===== src/hdl/fpfa_pkg.sv =====
`timescale 1ns / 1ps
// ----------------------------------------------------------------------------
// fpfa_pkg: shared types and codes of the fixed partition fit allocator
// Item and result layouts, command codes, fit modes, register indexes,
// the scan sequencer states and the command bus to the block cells.
// ----------------------------------------------------------------------------
package fpfa_pkg;

    localparam int KIND_W     = 2;
    localparam int SLOT_W     = 4;
    localparam int AMOUNT_W   = 16;
    localparam int CHOSEN_W   = 4;
    localparam int LEFT_W     = 16;
    localparam int TOTAL_W    = 20;
    localparam int SEL_W      = 6;   // covers the largest block table
    localparam int CFG_IDX_W  = 2;
    localparam int CFG_DATA_W = 5;

    localparam logic [TOTAL_W-1:0] TOTAL_MAX = '1;
    localparam logic [LEFT_W-1:0]  LEFT_MAX  = '1;

    // item kinds
    localparam logic [KIND_W-1:0] KIND_LOAD    = 2'd0;
    localparam logic [KIND_W-1:0] KIND_ALLOC   = 2'd1;
    localparam logic [KIND_W-1:0] KIND_RESTART = 2'd2;

    // fit modes
    localparam logic [1:0] MODE_FIRST = 2'd0;
    localparam logic [1:0] MODE_BEST  = 2'd1;
    localparam logic [1:0] MODE_WORST = 2'd2;
    localparam logic [1:0] MODE_NEXT  = 2'd3;

    // configuration register indexes
    localparam logic [CFG_IDX_W-1:0] CFG_FIT_MODE      = 2'd0;
    localparam logic [CFG_IDX_W-1:0] CFG_START_BLOCK   = 2'd1;
    localparam logic [CFG_IDX_W-1:0] CFG_BLOCKS_IN_USE = 2'd2;

    localparam logic [4:0] BLOCKS_IN_USE_RST = 5'd16;

    typedef enum logic [1:0] {
        S_IDLE,
        S_LAUNCH,
        S_SCAN,
        S_FINISH
    } t_state;

    typedef struct packed {
        logic [KIND_W-1:0]   kind;
        logic [SLOT_W-1:0]   slot;
        logic [AMOUNT_W-1:0] amount;
    } t_in_item;

    typedef struct packed {
        logic                granted;
        logic [CHOSEN_W-1:0] chosen_block;
        logic [LEFT_W-1:0]   leftover;
        logic [TOTAL_W-1:0]  internal_total;
        logic [TOTAL_W-1:0]  external_total;
    } t_out_item;

    // broadcast to every cell; load and mark never share a cycle
    typedef struct packed {
        logic                load_en;
        logic                restart;
        logic                mark_en;
        logic [SEL_W-1:0]    sel;
        logic [AMOUNT_W-1:0] data;
    } t_cell_cmd;

endpackage


===== src/hdl/fixed_partition_fit_allocator.sv =====
`timescale 1ns / 1ps
// ----------------------------------------------------------------------------
// fixed_partition_fit_allocator: fixed partition block allocator
// Table of block sizes with used marks; first, best, worst or next fit.
// ----------------------------------------------------------------------------
// Use:
//   Input channel (i_in_valid / o_in_stall, i_in_data) takes one item: a
//   block size load, an allocate request or a restart. Output channel
//   (o_out_valid / i_out_stall, o_out_data) returns exactly one result per
//   item, in order. Registers are written through i_cfg_we / i_cfg_idx /
//   i_cfg_wdata while no item is in flight.
//   Each item is launched as a search packet that walks the chain of block
//   cells one cell per cycle; its pick is captured at the chain tail and
//   committed to the result register, and only then is the next item taken.
//   Loads and restarts take the same pass to refresh the free total.
//   A finished result waits in the output register while the receiver
//   stalls; the next item is accepted meanwhile, and its result is held at
//   the chain tail until the register frees.
//   Reset clears the used marks, the roving pointer and the fragmentation
//   total and loads register defaults; block sizes hold no value until
//   loaded.
// ----------------------------------------------------------------------------
module fixed_partition_fit_allocator #(
    parameter int MAX_BLOCKS = 16,
    parameter int SIZE_BITS  = 16
) (
    input  logic                            i_clk,
    input  logic                            i_rst_n,
    input  logic                            i_in_valid,
    output logic                            o_in_stall,
    input  fpfa_pkg::t_in_item              i_in_data,
    output logic                            o_out_valid,
    input  logic                            i_out_stall,
    output fpfa_pkg::t_out_item             o_out_data,
    input  logic                            i_cfg_we,
    input  logic [fpfa_pkg::CFG_IDX_W-1:0]  i_cfg_idx,
    input  logic [fpfa_pkg::CFG_DATA_W-1:0] i_cfg_wdata
);
    import fpfa_pkg::*;

    localparam int IDX_W = $clog2(MAX_BLOCKS);
    localparam int CNT_W = $clog2(MAX_BLOCKS + 1);
    localparam int SUM_W = SIZE_BITS + IDX_W;

    t_cell_cmd             cmd;
    logic [1:0]            mode;
    logic [CNT_W-1:0]      cnt;
    logic [IDX_W-1:0]      start;
    logic [AMOUNT_W-1:0]   req;
    logic                  launch;

    logic [MAX_BLOCKS:0]   pk_vld;
    logic [MAX_BLOCKS:0]   pk_fa;
    logic [MAX_BLOCKS:0]   pk_fb;
    logic [IDX_W-1:0]      pk_a_idx  [MAX_BLOCKS+1];
    logic [SIZE_BITS-1:0]  pk_a_size [MAX_BLOCKS+1];
    logic [IDX_W-1:0]      pk_b_idx  [MAX_BLOCKS+1];
    logic [SIZE_BITS-1:0]  pk_b_size [MAX_BLOCKS+1];
    logic [SUM_W-1:0]      pk_sum    [MAX_BLOCKS+1];

    // empty packet enters the head of the chain
    assign pk_vld[0]    = launch;
    assign pk_fa[0]     = 1'b0;
    assign pk_fb[0]     = 1'b0;
    assign pk_a_idx[0]  = '0;
    assign pk_a_size[0] = '0;
    assign pk_b_idx[0]  = '0;
    assign pk_b_size[0] = '0;
    assign pk_sum[0]    = '0;

    fpfa_ctrl #(
        .MAX_BLOCKS (MAX_BLOCKS),
        .SIZE_BITS  (SIZE_BITS)
    ) u_ctrl (
        .i_clk       (i_clk),
        .i_rst_n     (i_rst_n),
        .i_in_valid  (i_in_valid),
        .i_in_data   (i_in_data),
        .o_in_stall  (o_in_stall),
        .o_out_valid (o_out_valid),
        .i_out_stall (i_out_stall),
        .o_out_data  (o_out_data),
        .i_cfg_we    (i_cfg_we),
        .i_cfg_idx   (i_cfg_idx),
        .i_cfg_wdata (i_cfg_wdata),
        .o_cmd       (cmd),
        .o_mode      (mode),
        .o_cnt       (cnt),
        .o_start     (start),
        .o_req       (req),
        .o_launch    (launch),
        .i_t_vld     (pk_vld[MAX_BLOCKS]),
        .i_t_fa      (pk_fa[MAX_BLOCKS]),
        .i_t_a_idx   (pk_a_idx[MAX_BLOCKS]),
        .i_t_a_size  (pk_a_size[MAX_BLOCKS]),
        .i_t_fb      (pk_fb[MAX_BLOCKS]),
        .i_t_b_idx   (pk_b_idx[MAX_BLOCKS]),
        .i_t_b_size  (pk_b_size[MAX_BLOCKS]),
        .i_t_sum     (pk_sum[MAX_BLOCKS])
    );

    for (genvar g = 0; g < MAX_BLOCKS; g++) begin : g_cell
        fpfa_cell #(
            .MAX_BLOCKS (MAX_BLOCKS),
            .SIZE_BITS  (SIZE_BITS),
            .CELL_IDX   (g)
        ) u_cell (
            .i_clk    (i_clk),
            .i_rst_n  (i_rst_n),
            .i_cmd    (cmd),
            .i_mode   (mode),
            .i_cnt    (cnt),
            .i_start  (start),
            .i_req    (req),
            .i_vld    (pk_vld[g]),
            .i_fa     (pk_fa[g]),
            .i_a_idx  (pk_a_idx[g]),
            .i_a_size (pk_a_size[g]),
            .i_fb     (pk_fb[g]),
            .i_b_idx  (pk_b_idx[g]),
            .i_b_size (pk_b_size[g]),
            .i_sum    (pk_sum[g]),
            .o_vld    (pk_vld[g+1]),
            .o_fa     (pk_fa[g+1]),
            .o_a_idx  (pk_a_idx[g+1]),
            .o_a_size (pk_a_size[g+1]),
            .o_fb     (pk_fb[g+1]),
            .o_b_idx  (pk_b_idx[g+1]),
            .o_b_size (pk_b_size[g+1]),
            .o_sum    (pk_sum[g+1])
        );
    end

    // only one search packet in the chain at a time
    a_one_packet: assert property (@(posedge i_clk) disable iff (!i_rst_n)
        $countones(pk_vld) <= 1)
        else $error("more than one search packet in the cell chain");

    // input is held off while a packet is in flight
    a_stall_in_flight: assert property (@(posedge i_clk) disable iff (!i_rst_n)
        (pk_vld != '0) |-> o_in_stall)
        else $error("input accepted while a search was running");

    // a launched packet passes every cell and leaves the tail of the chain
    a_launch_to_tail: assert property (@(posedge i_clk) disable iff (!i_rst_n)
        launch |=> ##(MAX_BLOCKS - 1) pk_vld[MAX_BLOCKS])
        else $error("search packet lost in the cell chain");

    // a refused or non-allocate result reports no block and no leftover
    a_no_grant_fields: assert property (@(posedge i_clk) disable iff (!i_rst_n)
        (o_out_valid && !o_out_data.granted) |->
            (o_out_data.chosen_block == '0 && o_out_data.leftover == '0))
        else $error("result without grant carries a block or leftover");

endmodule


===== src/hdl/fpfa_cell.sv =====
`timescale 1ns / 1ps
// ----------------------------------------------------------------------------
// fpfa_cell: one block of the partition table
// Holds one block size and its used mark, and updates the search packet
// that passes through on its way down the chain, one cell per cycle.
// ----------------------------------------------------------------------------
module fpfa_cell #(
    parameter int MAX_BLOCKS = 16,
    parameter int SIZE_BITS  = 16,
    parameter int CELL_IDX   = 0
) (
    input  logic                                   i_clk,
    input  logic                                   i_rst_n,
    input  fpfa_pkg::t_cell_cmd                    i_cmd,
    input  logic [1:0]                             i_mode,
    input  logic [$clog2(MAX_BLOCKS+1)-1:0]        i_cnt,
    input  logic [$clog2(MAX_BLOCKS)-1:0]          i_start,
    input  logic [fpfa_pkg::AMOUNT_W-1:0]          i_req,
    input  logic                                   i_vld,
    input  logic                                   i_fa,
    input  logic [$clog2(MAX_BLOCKS)-1:0]          i_a_idx,
    input  logic [SIZE_BITS-1:0]                   i_a_size,
    input  logic                                   i_fb,
    input  logic [$clog2(MAX_BLOCKS)-1:0]          i_b_idx,
    input  logic [SIZE_BITS-1:0]                   i_b_size,
    input  logic [SIZE_BITS+$clog2(MAX_BLOCKS)-1:0] i_sum,
    output logic                                   o_vld,
    output logic                                   o_fa,
    output logic [$clog2(MAX_BLOCKS)-1:0]          o_a_idx,
    output logic [SIZE_BITS-1:0]                   o_a_size,
    output logic                                   o_fb,
    output logic [$clog2(MAX_BLOCKS)-1:0]          o_b_idx,
    output logic [SIZE_BITS-1:0]                   o_b_size,
    output logic [SIZE_BITS+$clog2(MAX_BLOCKS)-1:0] o_sum
);
    import fpfa_pkg::*;

    localparam int IDX_W = $clog2(MAX_BLOCKS);
    localparam int CNT_W = $clog2(MAX_BLOCKS + 1);
    localparam int SUM_W = SIZE_BITS + IDX_W;
    localparam int CMP_W = (SIZE_BITS > AMOUNT_W) ? SIZE_BITS : AMOUNT_W;

    localparam logic [IDX_W-1:0] MY_IDX = IDX_W'(CELL_IDX);
    localparam logic [CNT_W-1:0] MY_POS = CNT_W'(CELL_IDX);
    localparam logic [SEL_W-1:0] MY_SEL = SEL_W'(CELL_IDX);

    logic [SIZE_BITS-1:0] r_size;
    logic                 r_used;
    logic [CMP_W-1:0]     load_w;
    logic                 active;
    logic                 fit;
    logic                 take_a;
    logic                 take_b;

    logic                 r_vld;
    logic                 r_fa;
    logic [IDX_W-1:0]     r_a_idx;
    logic [SIZE_BITS-1:0] r_a_size;
    logic                 r_fb;
    logic [IDX_W-1:0]     r_b_idx;
    logic [SIZE_BITS-1:0] r_b_size;
    logic [SUM_W-1:0]     r_sum;
    logic [SUM_W-1:0]     n_sum;

    always_comb begin
        load_w = CMP_W'(i_cmd.data);
        active = (MY_POS < i_cnt);
        fit    = active && !r_used && (CMP_W'(r_size) >= CMP_W'(i_req));
        n_sum  = i_sum + ((active && !r_used) ? SUM_W'(r_size) : '0);
    end

    // same request for every cell, so comparing sizes orders the leftovers
    always_comb begin
        take_a = 1'b0;
        case (i_mode)
            MODE_FIRST: take_a = fit && !i_fa;
            MODE_BEST:  take_a = fit && (!i_fa || (r_size < i_a_size));
            MODE_WORST: take_a = fit && (!i_fa || (r_size > i_a_size));
            MODE_NEXT:  take_a = fit && !i_fa && (MY_IDX >= i_start);
        endcase
        take_b = (i_mode == MODE_NEXT) && fit && !i_fb && (MY_IDX < i_start);
    end

    // block table entry
    always_ff @(posedge i_clk) begin
        if (i_cmd.load_en && (i_cmd.sel == MY_SEL)) begin
            r_size <= load_w[SIZE_BITS-1:0];
        end
    end

    always_ff @(posedge i_clk) begin
        if (!i_rst_n) begin
            r_used <= 1'b0;
        end else if (i_cmd.restart) begin
            r_used <= 1'b0;
        end else if (i_cmd.mark_en && (i_cmd.sel == MY_SEL)) begin
            r_used <= 1'b1;
        end
    end

    // packet stage
    always_ff @(posedge i_clk) begin
        if (!i_rst_n) begin
            r_vld <= 1'b0;
        end else begin
            r_vld <= i_vld;
        end
    end

    always_ff @(posedge i_clk) begin
        r_fa     <= i_fa || take_a;
        r_a_idx  <= take_a ? MY_IDX : i_a_idx;
        r_a_size <= take_a ? r_size : i_a_size;
        r_fb     <= i_fb || take_b;
        r_b_idx  <= take_b ? MY_IDX : i_b_idx;
        r_b_size <= take_b ? r_size : i_b_size;
        r_sum    <= n_sum;
    end

    assign o_vld    = r_vld;
    assign o_fa     = r_fa;
    assign o_a_idx  = r_a_idx;
    assign o_a_size = r_a_size;
    assign o_fb     = r_fb;
    assign o_b_idx  = r_b_idx;
    assign o_b_size = r_b_size;
    assign o_sum    = r_sum;

endmodule


===== src/hdl/fpfa_ctrl.sv =====
`timescale 1ns / 1ps
// ----------------------------------------------------------------------------
// fpfa_ctrl: item sequencer of the fixed partition fit allocator
// Takes items and register writes, launches the search packet into the
// cell chain, settles the pick at the tail, commits it and drives results.
// ----------------------------------------------------------------------------
module fpfa_ctrl #(
    parameter int MAX_BLOCKS = 16,
    parameter int SIZE_BITS  = 16
) (
    input  logic                                   i_clk,
    input  logic                                   i_rst_n,
    input  logic                                   i_in_valid,
    input  fpfa_pkg::t_in_item                     i_in_data,
    output logic                                   o_in_stall,
    output logic                                   o_out_valid,
    input  logic                                   i_out_stall,
    output fpfa_pkg::t_out_item                    o_out_data,
    input  logic                                   i_cfg_we,
    input  logic [fpfa_pkg::CFG_IDX_W-1:0]         i_cfg_idx,
    input  logic [fpfa_pkg::CFG_DATA_W-1:0]        i_cfg_wdata,
    output fpfa_pkg::t_cell_cmd                    o_cmd,
    output logic [1:0]                             o_mode,
    output logic [$clog2(MAX_BLOCKS+1)-1:0]        o_cnt,
    output logic [$clog2(MAX_BLOCKS)-1:0]          o_start,
    output logic [fpfa_pkg::AMOUNT_W-1:0]          o_req,
    output logic                                   o_launch,
    input  logic                                   i_t_vld,
    input  logic                                   i_t_fa,
    input  logic [$clog2(MAX_BLOCKS)-1:0]          i_t_a_idx,
    input  logic [SIZE_BITS-1:0]                   i_t_a_size,
    input  logic                                   i_t_fb,
    input  logic [$clog2(MAX_BLOCKS)-1:0]          i_t_b_idx,
    input  logic [SIZE_BITS-1:0]                   i_t_b_size,
    input  logic [SIZE_BITS+$clog2(MAX_BLOCKS)-1:0] i_t_sum
);
    import fpfa_pkg::*;

    localparam int IDX_W  = $clog2(MAX_BLOCKS);
    localparam int CNT_W  = $clog2(MAX_BLOCKS + 1);
    localparam int SUM_W  = SIZE_BITS + IDX_W;
    localparam int CMP_W  = (SIZE_BITS > AMOUNT_W) ? SIZE_BITS : AMOUNT_W;
    localparam int ROV_W  = (IDX_W > SLOT_W) ? IDX_W : SLOT_W;
    localparam int BU_W   = (CNT_W > CFG_DATA_W) ? CNT_W : CFG_DATA_W;
    localparam int RC_W   = (ROV_W > CNT_W) ? ROV_W : CNT_W;
    localparam int FRAG_W = ((CMP_W > TOTAL_W) ? CMP_W : TOTAL_W) + 1;
    localparam int EXT_W  = (SUM_W > TOTAL_W) ? SUM_W : TOTAL_W;

    t_state r_state;
    t_state n_state;

    logic [1:0]            r_fit_mode;
    logic [SLOT_W-1:0]     r_start_block;
    logic [4:0]            r_blocks_in_use;
    logic [ROV_W-1:0]      r_rover;
    logic [TOTAL_W-1:0]    r_frag;

    logic [KIND_W-1:0]     r_kind;
    logic [AMOUNT_W-1:0]   r_amount;

    logic                  r_fa;
    logic [IDX_W-1:0]      r_a_idx;
    logic [SIZE_BITS-1:0]  r_a_size;
    logic                  r_fb;
    logic [IDX_W-1:0]      r_b_idx;
    logic [SIZE_BITS-1:0]  r_b_size;
    logic [SUM_W-1:0]      r_sum;

    logic                  r_o_valid;
    t_out_item             r_o_data;
    t_out_item             n_o_data;

    logic                  accept;
    logic                  out_free;
    logic                  commit;
    logic                  capture;
    logic                  busy;
    logic [CNT_W-1:0]      cnt;
    logic [IDX_W-1:0]      start;

    logic                  grant;
    logic [IDX_W-1:0]      pick_idx;
    logic [SIZE_BITS-1:0]  pick_size;
    logic [CMP_W-1:0]      diff;
    logic [LEFT_W-1:0]     left;
    logic [FRAG_W-1:0]     frag_sum;
    logic [TOTAL_W-1:0]    n_frag;
    logic [SUM_W-1:0]      ext_sum;
    logic [TOTAL_W-1:0]    ext;
    logic [CNT_W-1:0]      pick_inc;
    logic [ROV_W-1:0]      n_rover;

    // ---------------- configuration ----------------
    always_ff @(posedge i_clk) begin
        if (!i_rst_n) begin
            r_fit_mode      <= MODE_FIRST;
            r_start_block   <= '0;
            r_blocks_in_use <= BLOCKS_IN_USE_RST;
        end else if (i_cfg_we) begin
            unique case (i_cfg_idx)
                CFG_FIT_MODE:      r_fit_mode      <= i_cfg_wdata[1:0];
                CFG_START_BLOCK:   r_start_block   <= i_cfg_wdata[SLOT_W-1:0];
                CFG_BLOCKS_IN_USE: r_blocks_in_use <= i_cfg_wdata[4:0];
                default: ;
            endcase
        end
    end

    always_comb begin
        if (BU_W'(r_blocks_in_use) > BU_W'(MAX_BLOCKS)) begin
            cnt = CNT_W'(MAX_BLOCKS);
        end else begin
            cnt = CNT_W'(r_blocks_in_use);
        end
        // rover beyond the blocks in use restarts the circular search at 0
        if (RC_W'(r_rover) < RC_W'(cnt)) begin
            start = IDX_W'(r_rover);
        end else begin
            start = '0;
        end
    end

    // ---------------- state machine ----------------
    always_ff @(posedge i_clk) begin
        if (!i_rst_n) begin
            r_state <= S_IDLE;
        end else begin
            r_state <= n_state;
        end
    end

    always_comb begin
        n_state = r_state;
        unique case (r_state)
            S_IDLE:   if (i_in_valid) n_state = S_LAUNCH;
            S_LAUNCH: n_state = S_SCAN;
            S_SCAN:   if (i_t_vld) n_state = S_FINISH;
            S_FINISH: if (out_free) n_state = S_IDLE;
            default:  n_state = S_IDLE;
        endcase
    end

    always_comb begin
        out_free = !r_o_valid || !i_out_stall;
        busy     = 1'b1;
        o_launch = 1'b0;
        capture  = 1'b0;
        commit   = 1'b0;
        unique case (r_state)
            S_IDLE:   busy = 1'b0;
            S_LAUNCH: o_launch = 1'b1;
            S_SCAN:   capture = i_t_vld;
            S_FINISH: commit = out_free;
            default:  busy = 1'b1;
        endcase
        accept = i_in_valid && !busy;
    end

    // ---------------- item and tail capture ----------------
    always_ff @(posedge i_clk) begin
        if (accept) begin
            r_kind   <= i_in_data.kind;
            r_amount <= i_in_data.amount;
        end
    end

    always_ff @(posedge i_clk) begin
        if (capture) begin
            r_fa     <= i_t_fa;
            r_a_idx  <= i_t_a_idx;
            r_a_size <= i_t_a_size;
            r_fb     <= i_t_fb;
            r_b_idx  <= i_t_b_idx;
            r_b_size <= i_t_b_size;
            r_sum    <= i_t_sum;
        end
    end

    // ---------------- settle the pick ----------------
    always_comb begin
        // wrapped part of the circular search only counts when the upper part missed
        grant     = (r_kind == KIND_ALLOC) && (r_fa || r_fb);
        pick_idx  = r_fa ? r_a_idx : r_b_idx;
        pick_size = r_fa ? r_a_size : r_b_size;
        diff      = CMP_W'(pick_size) - CMP_W'(r_amount);
        if (diff > CMP_W'(LEFT_MAX)) begin
            left = LEFT_MAX;
        end else begin
            left = LEFT_W'(diff);
        end
        frag_sum = FRAG_W'(r_frag) + FRAG_W'(diff);
        if (frag_sum > FRAG_W'(TOTAL_MAX)) begin
            n_frag = TOTAL_MAX;
        end else begin
            n_frag = TOTAL_W'(frag_sum);
        end
        ext_sum = r_sum - (grant ? SUM_W'(pick_size) : '0);
        if (EXT_W'(ext_sum) > EXT_W'(TOTAL_MAX)) begin
            ext = TOTAL_MAX;
        end else begin
            ext = TOTAL_W'(ext_sum);
        end
        pick_inc = CNT_W'(pick_idx) + CNT_W'(1);
        if (pick_inc >= cnt) begin
            n_rover = '0;
        end else begin
            n_rover = ROV_W'(pick_inc);
        end
    end

    always_ff @(posedge i_clk) begin
        if (!i_rst_n) begin
            r_frag  <= '0;
            r_rover <= '0;
        end else if (accept && (i_in_data.kind == KIND_RESTART)) begin
            r_frag  <= '0;
            r_rover <= ROV_W'(r_start_block);
        end else if (commit && grant) begin
            r_frag <= n_frag;
            if (r_fit_mode == MODE_NEXT) begin
                r_rover <= n_rover;
            end
        end
    end

    // ---------------- cell commands ----------------
    always_comb begin
        o_cmd = '0;
        if (accept) begin
            o_cmd.load_en = (i_in_data.kind == KIND_LOAD);
            o_cmd.restart = (i_in_data.kind == KIND_RESTART);
            o_cmd.sel     = SEL_W'(i_in_data.slot);
            o_cmd.data    = i_in_data.amount;
        end else if (commit && grant) begin
            o_cmd.mark_en = 1'b1;
            o_cmd.sel     = SEL_W'(pick_idx);
        end
    end

    // ---------------- result register ----------------
    always_comb begin
        n_o_data                = '0;
        n_o_data.granted        = grant;
        n_o_data.chosen_block   = grant ? CHOSEN_W'(pick_idx) : '0;
        n_o_data.leftover       = grant ? left : '0;
        n_o_data.internal_total = grant ? n_frag : r_frag;
        n_o_data.external_total = ext;
    end

    always_ff @(posedge i_clk) begin
        if (!i_rst_n) begin
            r_o_valid <= 1'b0;
        end else if (commit) begin
            r_o_valid <= 1'b1;
        end else if (!i_out_stall) begin
            r_o_valid <= 1'b0;
        end
    end

    always_ff @(posedge i_clk) begin
        if (commit) begin
            r_o_data <= n_o_data;
        end
    end

    assign o_in_stall  = busy;
    assign o_out_valid = r_o_valid;
    assign o_out_data  = r_o_data;
    assign o_mode      = r_fit_mode;
    assign o_cnt       = cnt;
    assign o_start     = start;
    assign o_req       = r_amount;

endmodule

===== config.mk =====
export PLATFORM = sky130hd
export DESIGN_NAME = fixed_partition_fit_allocator
export DESIGN_NICKNAME = d
export VERILOG_FILES = /design/src/hdl/fpfa_pkg.sv /design/src/hdl/fixed_partition_fit_allocator.sv /design/src/hdl/fpfa_cell.sv /design/src/hdl/fpfa_ctrl.sv
export SDC_FILE = /design/constraint.sdc
export NUM_CORES = 2
export LEC_CHECK = 0
export BUFFER_PORTS_ARGS = -buffer_cell sky130_fd_sc_hd__buf_2
export CAP_MARGIN = 20
export CORE_AREA = 2 2 394 396
export DETAILED_ROUTE_END_ITERATION = 8
export DIE_AREA = 0 0 396 398
export SETUP_SLACK_MARGIN = 0.5
export SLEW_MARGIN = 40
export SYNTH_ARGS = -nofsm -noshare
export SYNTH_HDL_FRONTEND = slang
export SYNTH_SLANG_ARGS = --single-unit

===== constraint.sdc =====
create_clock -name i_clk -period 8.7 [get_ports i_clk]
set_input_delay 0 -clock i_clk [delete_from_list [all_inputs] [get_ports i_clk]]
set_output_delay 0 -clock i_clk [all_outputs]
set_load 0.01 [all_outputs]

After elaboration in Yosys (flattened, before gate mapping)

Index checks and enable logic that the tools add are counted.

Add/sub/neg operators: 19
Order comparisons: 100
Eq/ne operators: 29
Muxes and demuxes: 88
Bitwise operators: 1
Reductions and logical operators: 301

Operators by type and width:

| operator                                                         | number |
|---|---|
| two-way mux 16 bit                                               | 49 |
| adder 20 bit                                                     | 15 |
| >= comparator 16 bit                                             | 16 |
| greater-than comparator 16 bit                                   | 15 |
| less-than comparator 16 bit                                      | 15 |
| logical AND 1 bit                                                | 176 |
| logical OR 1 bit                                                 | 62 |
| case mux 1 bit (4 select lines)                                  | 15 |
| == test 6 x 4 -> 1 bit (second input constant)                   | 8 |
| logical NOT 1 bit                                                | 48 |
| less-than comparator 4 x 5 -> 1 bit (first input constant)       | 8 |
| two-way mux 20 bit                                               | 2 |
| >= comparator 4 bit (first input constant)                       | 8 |
| less-than comparator 4 bit (first input constant)                | 8 |
| == test 6 x 3 -> 1 bit (second input constant)                   | 4 |
| two-way mux 4 bit                                                | 6 |
| adder 20 x 16 -> 21 bit                                          | 1 |
| greater-than comparator 21 x 20 -> 1 bit (second input constant) | 1 |
| greater-than comparator 20 bit (second input constant)           | 1 |
| less-than comparator 3 x 5 -> 1 bit (first input constant)       | 4 |
| subtractor 20 bit                                                | 1 |
| >= comparator 3 x 4 -> 1 bit (first input constant)              | 4 |
| greater-than comparator 16 bit (second input constant)           | 1 |
| less-than comparator 3 x 4 -> 1 bit (first input constant)       | 4 |
| 32 further kinds                                                 | 66 |

Bits in registers: 1,429
Bits of input ports: 34
Output and inout port bits: 63
Logic and storage cells: 718

Longest topological paths before layout

Depth in word-level cells: 9
Gate-level depth with buffers: 22
Mapped depth without buffers: 19

Modules after synthesis

Synthesis repeated with hierarchy kept, for this count alone.

Cell total of the unflattened synthesis: 7,735
Area, all modules: 79,668.9 um^2

Modules (own cells, without submodules):

| module                         | times used | cells an instance | area an instance (um^2) | seq. area each (um^2) |
|---|---|---|---|---|
| fpfa_ctrl                      | 1          | 836               | 9,431.5                 | 4,994.8 |
| fpfa_cell at g_cell[4].u_cell  | 1          | 547               | 5,068.6                 | 1,761.7 |
| fpfa_cell at g_cell[6].u_cell  | 1          | 555               | 4,988.5                 | 1,761.7 |
| fpfa_cell at g_cell[11].u_cell | 1          | 498               | 4,937.2                 | 1,761.7 |
| fpfa_cell at g_cell[10].u_cell | 1          | 496               | 4,879.7                 | 1,761.7 |
| fpfa_cell at g_cell[7].u_cell  | 1          | 498               | 4,778.3                 | 1,761.7 |
| fpfa_cell at g_cell[3].u_cell  | 1          | 448               | 4,440.5                 | 1,761.7 |
| fpfa_cell at g_cell[8].u_cell  | 1          | 396               | 4,216.5                 | 1,761.7 |
| fpfa_cell at g_cell[5].u_cell  | 1          | 394               | 4,171.5                 | 1,761.7 |
| fpfa_cell at g_cell[0].u_cell  | 1          | 375               | 4,169.0                 | 1,761.7 |
| fpfa_cell at g_cell[14].u_cell | 1          | 395               | 4,169.0                 | 1,761.7 |
| fpfa_cell at g_cell[13].u_cell | 1          | 391               | 4,146.5                 | 1,761.7 |
| fpfa_cell at g_cell[12].u_cell | 1          | 395               | 4,097.7                 | 1,761.7 |
| fpfa_cell at g_cell[9].u_cell  | 1          | 389               | 4,096.4                 | 1,761.7 |
| +4 rows                        | -          | -                 | -                       | - |

Worst setup path before layout

No wires, ideal clock.

Path type: flip-flop to flip-flop
Start: reg u_ctrl.r_state[1]
End: reg g_cell[15].u_cell.r_size[0] (enable)
Library setup time: 0.388 ns
Arrival time: 7.173 ns
Required time: 8.312 ns
Setup slack: 1.138 ns
Stages on the path, launching flop included: 8
Buffers on the path: 0
Clock period less this slack: 7.562 ns
Cell sequence: dfxtp_1 > ha_1 > a21boi_0 > nand2_1 > nor3_1 > a21oi_1 > or2_2 > nor2_1

Longest elaborated chain between the ends: 7
Elaborated cells on any way between the ends: 10
Those cells by class: eq/ne: 2; mux: 4; reduce/logical: 4

RTL lines:

| element                 | line             | text |
|---|---|---|
| start, declared         | fpfa_ctrl.sv:49  | `t_state r_state;` |
| start signal, assigned  | fpfa_ctrl.sv:128 | `r_state <= n_state;` |
| == test 2 bit           | fpfa_ctrl.sv:149 | `unique case (r_state)` |
| two-way mux 1 bit       | fpfa_ctrl.sv:149 |  |
| named net u_ctrl.commit | fpfa_ctrl.sv:75  | `logic commit;` |
| logical AND 1 bit       | fpfa_ctrl.sv:234 | `end else if (commit && grant) begin` |
| two-way mux 7 bit       | fpfa_ctrl.sv:234 |  |
| two-way mux 6 bit       | fpfa_ctrl.sv:229 | `if (accept) begin` |
| == test 6 x 4 -> 1 bit  | fpfa_cell.sv:86  | `if (i_cmd.load_en && (i_cmd.sel == MY_SEL)) begin` |
| logical AND 1 bit       | fpfa_cell.sv:86  |  |
| end signal, assigned    | fpfa_cell.sv:87  | `r_size <= load_w[SIZE_BITS-1:0];` |
| end, declared           | fpfa_cell.sv:47  | `logic [SIZE_BITS-1:0] r_size;` |

The timed path passes the listed nets, and every way through them passes these cells.
A chain may end at the register's enable or synchronous reset.

==> metrics.yaml <==
route:
  num_vias: 47400
  wl_per_cell_um: 22.6
  viasPerCell: 5.44
  ant_nets: 0
  drc: 0
  drtPass1Iterations: 5
  wl_um: 197000
  drt_iter0_markers: 3019
critical_path:
  worstReg2RegEnd: "u_ctrl.o_out_data[27]"
  timing.rr.start: "u_ctrl.r_fa"
  path_class: "reg2reg"
  r2r_cells: 20
  ff2ff_setup_slack_ps: 3130
  cp_data_arrival_time_ps: 6080
  critPathMaxFanout: 21
  cp-start-kind: "flip-flop"
  cp-end-kind: "flip-flop"
  required_ps: 9210
timing:
  setup-tns-final_ps: 0
  max-slew-margin-rel: 0.413
  fin_crit_sh: 0.640
  fmax_mhz: 180
  period_minus_slack_ps: 5570
  final-hold-violation-count: 0
  holdWs_ps: 58.5
  rsz0062_at_grt: "false"
  worst_pin_slew_ps: 871
  finalSetupViolations: 0
  report.final.slew_viol_count: 0
  fin_worst_skew_ps: 34.2
grt:
  antenna_found_initial: 12
  grt.busiest_layer: "met2"
  grt_pass1_vias: 47300
  use_met1: 0.308
  grt_usage: 0.246
  grt_overflow: 0
  use_met3: 0.0345
  grt_use_met2: 0.436
  grt_max_degree: 63
  grt_pass1_wl_um: 293000
floorplanning:
  die_x_um: 396
  die_y_um: 398
  row_count: 144
  fp.dieArea_sq_um: 158000
  pin_count: 97
  core-area_sq_um: 153000
  start_util: 0.449
logic_synthesis:
  ys_async_sr_fraction: 0
  synth.avg_cell_area_sq_um: 11.0
  synthFlopType: "dfxtp_1"
  ys_ff_latch: 1419
  ys.warnings.count: 0
  yosysSeqAreaShare: 0.471
  synthTopCellsByArea: "dfxtp_1, edfxtp_1, ha_1, mux2_2, and2_1"
  synth-edff-count: 397
  synth_top_cell_by_area: "dfxtp_1"
  synth_cells: 6267
  post_synth_num_cell_types: 90
  synth_nets: 7123
  yosysTopAreaCellShare: 0.297
  synth.cell_area_sq_um: 68800
clock_network:
  cts_sinks: 1419
  root_buffer: "clkbuf_16"
  clk_latency_ps: 790
  h-tree-depth: 4
  clk_pin_slew_ps: 60
  cts_max_path_buffers: 3
  cts_resized: 0
  cts_tree: "done"
  numCtsBuffers: 155
finish:
  layout_commonest_cell: "dfxtp_1"
  area_growth_pct: 13.6
  layout_common_cells: "dfxtp_1, ha_1, mux2_2, inv_1, edfxtp_1"
  fin_util: 0.509
  layout-drive-gt1-share: 0.158
  finalNetCount: 7392
  final_cell_area_sq_um: 78100
flow_run:
  cap_violations: 0
pwr:
  vdd.ir_drop.worst_uv: 209
  power_density_nw_per_um2: 297
  leakage_nw: 33.4
placement:
  portBuffers: 96
  gp_congestion: 0.875
  dpl_cell_area_sq_um: 72100
  dp_hpwl_um: 146000
worst_hold_path:
  hp-class: "in2reg"
  hold-path-cell-count: 5
  holdCritStartpoint: "i_in_data[16]"
  whs_endpoint: "g_cell[10].u_cell.r_used"
status:
  status: "complete, no violations"
==> worst max-delay path, stage by stage (launching register included) <==
cell	delay (ps)
edfxtp_1	320
buf_4	320
mux2i_1	290
ha_1	210
inv_1	60
fa_1	410
a21o_1	190
a221o_1	350
or3_1	360
a31o_2	270
o41ai_1	480
o21ai_0	220
xor2_1	190
ha_1	360
a21oi_1	160
nor2b_1	70
a211o_1	380
nor2b_1	170
buf_4	190
a21oi_1	190
o21ai_0	100
==> flip-flops by register name (all words and copies together) (netlist names), 20 cells and up <==
name and cells:
g_cell.u_cell.o_sum 310, u_ctrl.r_frag 20, u_ctrl.o_out_data 61, g_cell.u_cell.o_a_idx 49, g_cell.u_cell.o_b_size 256, g_cell.u_cell.o_a_size 256, g_cell.u_cell.o_b_idx 49, g_cell.u_cell.r_size 256
u_ctrl.r_sum 20
==> synthesized netlist by cell type (8+ instances only) <==
cell type and instances:
xor2_1 70, o31ai_1 17, a31oi_1 37, nand2b_1 82, o31a_1 12, o21ai_0 245, a21o_1 169, o21a_1 63
a31o_2 8, o2111ai_1 16, a21boi_0 13, buf_2 26, mux2_2 472, a211o_1 18, o211ai_1 39, a221oi_1 11
xnor2_1 200, nor2_1 290, a221o_1 9, and4_1 19, mux2_4 8, ha_1 804, nand4_1 69, edfxtp_1 397
inv_1 425, and3_1 48, o21bai_1 32, and2_1 297, fa_1 18, nor3b_1 44, or2_2 81, nor3_1 89
nand3_1 82, a21oi_1 371, mux2i_1 24, nor4_1 19, a211oi_1 42, or3_1 16, nor2b_1 104, dfxtp_1 1022
nand2_1 243, a2111oi_0 22, clkbuf_1 81
==> metal layers <==
| layer | vias to the layer above | wire length, um | share of wire |
|---|---|---|---|
| li1 | 23000 | - | - |
| met5 | - | 11 | 0.000056 |
| met4 | 2 | 5470 | 0.028 |
| met1 | 23000 | 84700 | 0.43 |
| met2 | 1067 | 98000 | 0.50 |
| met3 | 298 | 8730 | 0.044 |
==> stage by stage <==
step	power, W	setup slack [ps]	cells
6_report	0.0232	3130	8719
5_1_grt	0.0245	2770	8712
4_1_cts	0.0234	3180	8711
3_5_place_dp	0.0165	3190	8363
3_3_place_gp	0.0163	3230	8361
2_1_floorplan	0.0141	1140	6267
==> power breakdown <==
group          internal [W]  total (W)  switching [W]
sequential          0.00832    0.00917       0.000852
combinational       0.00317    0.00723        0.00406
clock               0.00405    0.00682        0.00278
==> worst max path at each step <==
stage | from | end | slack, ps | cells after the start
after floorplan | u_ctrl.r_state[1] | g_cell[15].u_cell.r_size[0] | 1140 | 7
after global placement | u_ctrl.r_fa | u_ctrl.o_out_data[24] | 3230 | 20
after detailed placement | u_ctrl.r_fa | u_ctrl.o_out_data[27] | 3190 | 20
after CTS | u_ctrl.r_fa | u_ctrl.o_out_data[27] | 3180 | 20
after global routing | u_ctrl.r_fa | u_ctrl.o_out_data[27] | 2770 | 20
final | u_ctrl.r_fa | u_ctrl.o_out_data[27] | 3130 | 20
==> cell families after synthesis <==
kind of cell / after synthesis / share of synthesized area
flip-flops: 1419 / 0.471
XOR/XNOR: 271 / 0.0347
multiplexers: 506 / 0.0828
AO/OA/AOI/OAI: 1187 / 0.111
AND/OR/NAND/NOR: 1517 / 0.119
adder cells (fa/ha/maj): 822 / 0.152
buffers and inverters: 545 / 0.0307
==> final cells by class <==
type / count / area, sq um
Tap cell: 2044 / 2560
Clock inverter: 73 / 883
Inverter: 427 / 1610
Clock buffer: 216 / 4460
Timing Repair Buffer: 230 / 1650
Multi-Input combinational cell: 4303 / 34600
Antenna cell: 7 / 17.5
Fill cell: 13700 / 75200
Sequential cell: 1419 / 32400
==> timing repair <==
item	CTS	global route
hold buffers	59	0
buffers inserted	0	0
endpoints found under the hold margin	208	0
(Power assumes the default switching activity.)
